[config.mk]
export PLATFORM = sky130hd
export DESIGN_NAME = polyline_delta_char_encoder
export DESIGN_NICKNAME = d
export VERILOG_FILES = /design/src/design/pdce_pkg.sv /design/src/design/polyline_delta_char_encoder.sv /design/src/design/pdce_front.sv /design/src/design/pdce_serial.sv
export SDC_FILE = /design/constraint.sdc
export NUM_CORES = 1
export LEC_CHECK = 0
export ABC_AREA = 0
export BUFFER_PORTS_ARGS = -buffer_cell sky130_fd_sc_hd__buf_2
export CAP_MARGIN = 20
export CORE_ASPECT_RATIO = 0.8
export CORE_MARGIN = 2
export CORE_UTILIZATION = 45
export DETAILED_ROUTE_END_ITERATION = 8
export GPL_TIMING_DRIVEN = 0
export PLACE_DENSITY = 0.66
export SLEW_MARGIN = 20
export SYNTH_ARGS = -nofsm -noshare
export SYNTH_HDL_FRONTEND = slang
export SYNTH_SLANG_ARGS = --single-unit
[constraint.sdc]
create_clock -name clk -period 6.2 [get_ports clk]
set_input_delay 0 -clock clk [delete_from_list [all_inputs] [get_ports clk]]
set_output_delay 0 -clock clk [all_outputs]
set_load 0.05 [all_outputs]
[src/design/pdce_pkg.sv]
// ----------------------------------------------------------------------------
// pdce_pkg
// Shared types, constants and helpers for the polyline delta character
// encoder.
// ----------------------------------------------------------------------------
package pdce_pkg;

  localparam int LAT_W   = 25;
  localparam int LNG_W   = 26;
  localparam int LVL_W   = 9;
  localparam int LATF_W  = LAT_W + 1;   // folded latitude delta
  localparam int LNGF_W  = LNG_W + 1;   // folded longitude delta
  localparam int VAL_W   = LNGF_W;      // widest number to chunk
  localparam int IDX_W   = 3;           // chunk index, 0..5
  localparam int CHAR_W  = 7;

  localparam logic [LVL_W-1:0] DROP_LEVEL = 9'h1FF;
  localparam logic [5:0]       CONT_BIT   = 6'h20;
  localparam logic [CHAR_W-1:0] CHAR_BIAS = 7'd63;

  // which number of the point is being emitted
  typedef enum logic [1:0] {
    PH_LVL,
    PH_LAT,
    PH_LNG
  } pdce_phase_t;

  // one kept point, ready for character emission
  typedef struct packed {
    logic [LVL_W-1:0]  lvl;
    logic [LATF_W-1:0] lat_f;
    logic [LNGF_W-1:0] lng_f;
    logic [IDX_W-1:0]  lvl_last;
    logic [IDX_W-1:0]  lat_last;
    logic [IDX_W-1:0]  lng_last;
  } pdce_job_t;

  // index of the highest nonzero 5-bit chunk (0 for a zero value)
  function automatic logic [IDX_W-1:0] last_chunk(input logic [VAL_W-1:0] v);
    logic [IDX_W-1:0] r;
    if (v[26:25] != 2'b0)      r = 3'd5;
    else if (v[24:20] != 5'b0) r = 3'd4;
    else if (v[19:15] != 5'b0) r = 3'd3;
    else if (v[14:10] != 5'b0) r = 3'd2;
    else if (v[9:5] != 5'b0)   r = 3'd1;
    else                       r = 3'd0;
    return r;
  endfunction

  // 5-bit chunk number idx, lowest chunk first
  function automatic logic [4:0] chunk(input logic [VAL_W-1:0] v,
                                       input logic [IDX_W-1:0] idx);
    logic [29:0] p;
    logic [4:0]  r;
    p = {3'b0, v};
    case (idx)
      3'd0:    r = p[4:0];
      3'd1:    r = p[9:5];
      3'd2:    r = p[14:10];
      3'd3:    r = p[19:15];
      3'd4:    r = p[24:20];
      3'd5:    r = p[29:25];
      default: r = 5'b0;
    endcase
    return r;
  endfunction

endpackage

[src/design/polyline_delta_char_encoder.sv]
// ----------------------------------------------------------------------------
// polyline_delta_char_encoder
// Encoded polyline character encoder: one point in, level and delta
// characters out.
// ----------------------------------------------------------------------------
//
//  channel   dir  tdata                                   tuser        tlast
//  s_axis    in   lat_e5[24:0] lng_e5[50:25] lvl[59:51]   -            -
//  m_axis    out  out_char[6:0]                           stream_sel   last_char
//
// A kept point yields 3 to 14 characters, one per cycle from the character
// sequencer while the output is not stalled.
// A dropped point (level -1) is taken and yields nothing.
// The next point is taken while the current one is still being emitted.
// Reset clears the kept point to zero and empties both stages.
// A stalled output holds its character; the sequencer waits with it.
//
module polyline_delta_char_encoder import pdce_pkg::*; (
  input  logic        clk,
  input  logic        rst,
  input  logic        s_tvalid,
  output logic        s_tready,
  input  logic [63:0] s_tdata,   // lat_e5[24:0], lng_e5[50:25], zoom_level[59:51]
  output logic        m_tvalid,
  input  logic        m_tready,
  output logic [7:0]  m_tdata,   // out_char[6:0]
  output logic [0:0]  m_tuser,   // stream_sel[0]
  output logic        m_tlast
);

  logic              job_valid;
  pdce_job_t         job;
  logic              job_take;
  logic [CHAR_W-1:0] out_char;

  pdce_front u_front (
    .clk        (clk),
    .rst        (rst),
    .in_valid   (s_tvalid),
    .in_ready   (s_tready),
    .lat_e5     (s_tdata[24:0]),
    .lng_e5     (s_tdata[50:25]),
    .zoom_level (s_tdata[59:51]),
    .job_valid  (job_valid),
    .job        (job),
    .job_take   (job_take)
  );

  pdce_serial u_serial (
    .clk        (clk),
    .rst        (rst),
    .job_valid  (job_valid),
    .job        (job),
    .job_take   (job_take),
    .out_valid  (m_tvalid),
    .out_ready  (m_tready),
    .out_char   (out_char),
    .stream_sel (m_tuser[0]),
    .last_char  (m_tlast)
  );

  assign m_tdata = {1'b0, out_char};

endmodule

[src/design/pdce_front.sv]
// ----------------------------------------------------------------------------
// pdce_front
// Input stage: drops points with the drop level, forms and zigzag-folds the
// deltas against the last kept point and holds the result as one job.
// ----------------------------------------------------------------------------
module pdce_front import pdce_pkg::*; (
  input  logic              clk,
  input  logic              rst,
  input  logic              in_valid,
  output logic              in_ready,
  input  logic [LAT_W-1:0]  lat_e5,
  input  logic [LNG_W-1:0]  lng_e5,
  input  logic [LVL_W-1:0]  zoom_level,
  output logic              job_valid,
  output pdce_job_t         job,
  input  logic              job_take
);

  logic [LAT_W-1:0]  prev_lat;
  logic [LNG_W-1:0]  prev_lng;
  logic [LAT_W:0]    dlat;
  logic [LNG_W:0]    dlng;
  logic [LATF_W-1:0] lat_f;
  logic [LNGF_W-1:0] lng_f;
  logic              accept;
  logic              keep;
  pdce_job_t         job_next;

  assign in_ready = !job_valid || job_take;
  assign accept   = in_valid && in_ready;
  assign keep     = (zoom_level != DROP_LEVEL);

  // exact deltas, one bit wider than the coordinates
  assign dlat = {lat_e5[LAT_W-1], lat_e5} - {prev_lat[LAT_W-1], prev_lat};
  assign dlng = {lng_e5[LNG_W-1], lng_e5} - {prev_lng[LNG_W-1], prev_lng};

  // zigzag fold: shift left, invert when negative
  assign lat_f = {dlat[LAT_W-1:0], 1'b0} ^ {LATF_W{dlat[LAT_W]}};
  assign lng_f = {dlng[LNG_W-1:0], 1'b0} ^ {LNGF_W{dlng[LNG_W]}};

  // job contents with chunk counts
  always_comb begin
    job_next.lvl      = zoom_level;
    job_next.lat_f    = lat_f;
    job_next.lng_f    = lng_f;
    job_next.lvl_last = last_chunk({{(VAL_W-LVL_W){1'b0}}, zoom_level});
    job_next.lat_last = last_chunk({{(VAL_W-LATF_W){1'b0}}, lat_f});
    job_next.lng_last = last_chunk(lng_f);
  end

  // job register and kept point
  always_ff @(posedge clk) begin
    if (rst) begin
      job_valid <= 1'b0;
      prev_lat  <= '0;
      prev_lng  <= '0;
    end else begin
      if (accept && keep) begin
        job_valid <= 1'b1;
        prev_lat  <= lat_e5;
        prev_lng  <= lng_e5;
      end else if (job_take) begin
        job_valid <= 1'b0;
      end
    end
  end

  always_ff @(posedge clk) begin
    if (accept && keep) begin
      job <= job_next;
    end
  end

endmodule

[src/design/pdce_serial.sv]
// ----------------------------------------------------------------------------
// pdce_serial
// Character sequencer: walks level, latitude and longitude chunk by chunk
// and drives the registered output character, one per cycle while not stalled.
// ----------------------------------------------------------------------------
module pdce_serial import pdce_pkg::*; (
  input  logic              clk,
  input  logic              rst,
  input  logic              job_valid,
  input  pdce_job_t         job,
  output logic              job_take,
  output logic              out_valid,
  input  logic              out_ready,
  output logic [CHAR_W-1:0] out_char,
  output logic              stream_sel,
  output logic              last_char
);

  pdce_phase_t       phase, phase_next;
  logic              busy, busy_next;
  logic [IDX_W-1:0]  idx, idx_next;
  pdce_job_t         cur;
  logic              load;
  logic              adv;
  logic              num_last;
  logic              pt_last;
  logic [VAL_W-1:0]  val;
  logic [IDX_W-1:0]  val_last;
  logic [5:0]        code;
  logic [CHAR_W-1:0] ch;

  assign adv = !out_valid || out_ready;

  // number being emitted and its last chunk
  always_comb begin
    case (phase)
      PH_LVL: begin
        val      = {{(VAL_W-LVL_W){1'b0}}, cur.lvl};
        val_last = cur.lvl_last;
      end
      PH_LAT: begin
        val      = {{(VAL_W-LATF_W){1'b0}}, cur.lat_f};
        val_last = cur.lat_last;
      end
      PH_LNG: begin
        val      = cur.lng_f;
        val_last = cur.lng_last;
      end
      default: begin
        val      = '0;
        val_last = '0;
      end
    endcase
  end

  assign num_last = (idx == val_last);
  assign pt_last  = busy && (phase == PH_LNG) && num_last;
  assign job_take = adv && (!busy || pt_last);
  assign load     = job_take && job_valid;

  // character: continuation bit on all but the last chunk, then bias
  assign code = (num_last ? 6'h00 : CONT_BIT) | {1'b0, chunk(val, idx)};
  assign ch   = {1'b0, code} + CHAR_BIAS;

  // sequencer next state
  always_comb begin
    phase_next = phase;
    idx_next   = idx;
    busy_next  = busy;
    if (adv) begin
      if (busy && !num_last) begin
        idx_next = idx + 3'd1;
      end else if (busy && (phase != PH_LNG)) begin
        idx_next   = '0;
        phase_next = (phase == PH_LVL) ? PH_LAT : PH_LNG;
      end else begin
        busy_next  = job_valid;
        idx_next   = '0;
        phase_next = PH_LVL;
      end
    end
  end

  always_ff @(posedge clk) begin
    if (rst) begin
      busy      <= 1'b0;
      phase     <= PH_LVL;
      idx       <= '0;
      out_valid <= 1'b0;
    end else begin
      busy  <= busy_next;
      phase <= phase_next;
      idx   <= idx_next;
      if (adv) begin
        out_valid <= busy;
      end
    end
  end

  // working copy of the job and output payload
  always_ff @(posedge clk) begin
    if (load) begin
      cur <= job;
    end
    if (adv && busy) begin
      out_char   <= ch;
      stream_sel <= (phase == PH_LVL);
      last_char  <= pt_last;
    end
  end

endmodule

==> results.ini <==
[clock_network]
cts.sinks=206
cts_tree=done
root_buffer=clkbuf_16
clockBufferDepth=3
clk_pin_slew_ns=0.06
insertion_delay_ns=0.51
post-cts-setup-buffer-count=0
cts_buffers=23
htree_levels=1

[timing]
min_period_over_period_pct=66.95
finalHoldViolations=0
rsz0062_at_grt=no
skew_ns=0.01370
layout_setup_ws_ns=2.049
finalMaxSlewViolations=0
clock.fmax_mhz=240.9
layout_min_cycle_time_ns=4.151
relSlewSlack_pct=44.71
finalSetupViolCount=0
timing_worst_slew_pin_value_ns=0.8294

[placement]
post-place-cells=1471
gp_congestion=0.8467
dp_worst_setup_slack_ns=2.071
portBuffers=73
dpl.hpwl_um=17900

[route]
ant_nets=0
drt-total-wl_um=24540
drc=0
vias=8268
wire_per_inst_um=15.58
first_iter_violations=619
routed_via_density=5.250
drt-pass1-iter-count=7

[global_route]
grt_max_degree=60
grt_pass1_vias=7573
grt_usage_pct=19.21
grt_pass1_wl_um=39030
antenna_found_initial=0
grt_remaining_overflow=0

[cells_and_area]
nNetsFinal=1367
final_cells=1575
antenna_cells=0
syn_to_final_growth_pct=20.39
fill_cells=2130
drive_gt1_share_pct=12.09

[synth]
synth.largest_area_cell=edfxtp_1
synth.top_cell.area_share_pct=40.07
yosys-top-cells-count=nand2_1 (164), edfxtp_1 (147), a21oi_1 (108)
synth-seq-area-share_pct=50.79
synth_cells=1076
mappedNetlistArea_um2=11020
async_reset_ff_share_pct=0
netlist_top_cells_area=edfxtp_1 (40%), dfxtp_1 (11%), ha_1 (6.5%)
synth_area_per_cell_um2=10.24
synth.distinct_cells=77
synth_edf_count=147
yosysMostFrequentCell=nand2_1
syn-num-nets=1203
ys_ff_latch=206
yosys_warnings=0
synth_flop_cell=edfxtp_1

[power]
leakagePower_nw=4.869
ir_worst_vdd_mv=0.1966
power_density_nw_per_um2=294.2

[floorplan]
design.core.area_um2=24180
num_rows=51
start_util_pct=45.55
die_x_um=178.9
die_area_um2=25760
chipHeight_um=144.0
io_pins=80

[flow_run]
drv_cap=0

[min_path]
hp-start=rst
hold_path.class=in2reg

[setup_path]
start_kind=flip-flop
endpoint_kind=flip-flop
critPathMaxFanout=59
startpoint=u_serial.phase[1]
worstReg2RegStart=u_serial.phase[1]
path_class=reg2reg
arrival_ns=4.34
required_ns=6.39

[run_status]
status=completed

## flip-flops by register name, indices dropped and copies added (netlist names)
name                 flops
u_serial.out_valid       1
u_serial.last_char       1
u_serial.idx             3
u_front.prev_lng        26
u_front.job_valid        1
u_front.prev_lat        25
u_serial.phase           2
u_serial.out_char        7
u_serial.busy            1
u_serial.cur            69
u_front.job             69
u_serial.stream_sel      1
## kinds of logic after synthesis
logic type                 share of synthesized area (%)
other                                            0.03404
buffers and inverters                              4.429
AOI/OAI and AO/OA                                  16.04
adders and majority gates                          6.837
DFF                                                50.79
muxes                                             0.9995
xor gates and xnor gates                           7.950
and+or+nand+nor                                    12.92
## critical path: stages, from the launching register on
cell,delay (ns)
dfxtp_1,0.31
clkbuf_1,0.26
nor2b_1,0.21
buf_2,0.24
nand2_1,0.08
o21ai_0,0.12
xnor2_1,0.16
nand3_1,0.28
o21a_1,0.31
o21ai_0,0.37
nand2b_1,0.13
clkbuf_1,0.33
inv_2,0.32
buf_4,0.34
buf_16,0.31
## report_power, final
part	internal (mW)	switching, mW	total (mW)
combinational	0.333	0.470	0.803
sequential	1.70	0.0515	1.75
clock	0.804	0.549	1.35
## timing repair
action,CTS,global route
endpoints found under the hold margin,64,0
hold buffers,62,0
resized for setup,0,0
## layout make-up
class / instances / area, um2 / area share [%]
sequential: 206 / 5595 / 42.19
multi-input combinational: 749 / 4941 / 37.25
timing repair buffer: 139 / 1089 / 8.208
clock buffer: 24 / 579.3 / 4.368
tap: 318 / 397.9 / 3.000
inverter: 70 / 265.3 / 2.000
buffer: 51 / 225.2 / 1.698
clock inverter: 18 / 170.2 / 1.283
## through the flow
step | power (mW) | hold WS [ns] | utilization [%] | TNS, ns | cell area (um2)
2_1_floorplan | 2.334 | 0.09887 | - | 0 | 11020
3_3_place_gp | 2.521 | 0.2042 | 48.71 | -24.02 | 11780
3_5_place_dp | 2.546 | 0.2039 | 49.17 | 0 | 11890
4_1_cts | 3.931 | 0.1391 | 54.84 | 0 | 13260
5_1_grt | 4.089 | 0.1807 | 54.84 | 0 | 13260
6_report | 3.902 | 0.1459 | 54.84 | 0 | 13260
## final timing paths
path	end	slack (ns)	cells past startpoint
worst max register to register	u_front.job[42]	2.05	14
worst max-delay path	u_front.job[42]	2.05	14
worst min-delay path	u_front.prev_lat[22]	0.15	3
worst min register to register	u_serial.cur[55]	0.41	0
## layer usage
metal | wire length [um] | up-vias | share of wire [%] | global-route usage [%]
met5 | 0 | - | 0 | 0
met1 | 12510 | 3857 | 51 | 29.23
li1 | - | 4179 | - | -
met3 | 1213 | 32 | 4.9 | 2.963
met2 | 10350 | 200 | 42 | 28.72
met4 | 456 | 0 | 1.9 | 4.236
## cells in the final DEF, fill, tap and decap left out, types with 25 or more instances in the layout
cell	n
a21oi_1	108
buf_2	87
clkbuf_1	32
dfxtp_1	59
dlygate4sd3_1	62
edfxtp_1	147
ha_1	57
inv_1	67
nand2_1	164
nor2_1	48
o21ai_0	41
xnor2_1	75
xor2_1	25
(Power assumes the default switching activity.)
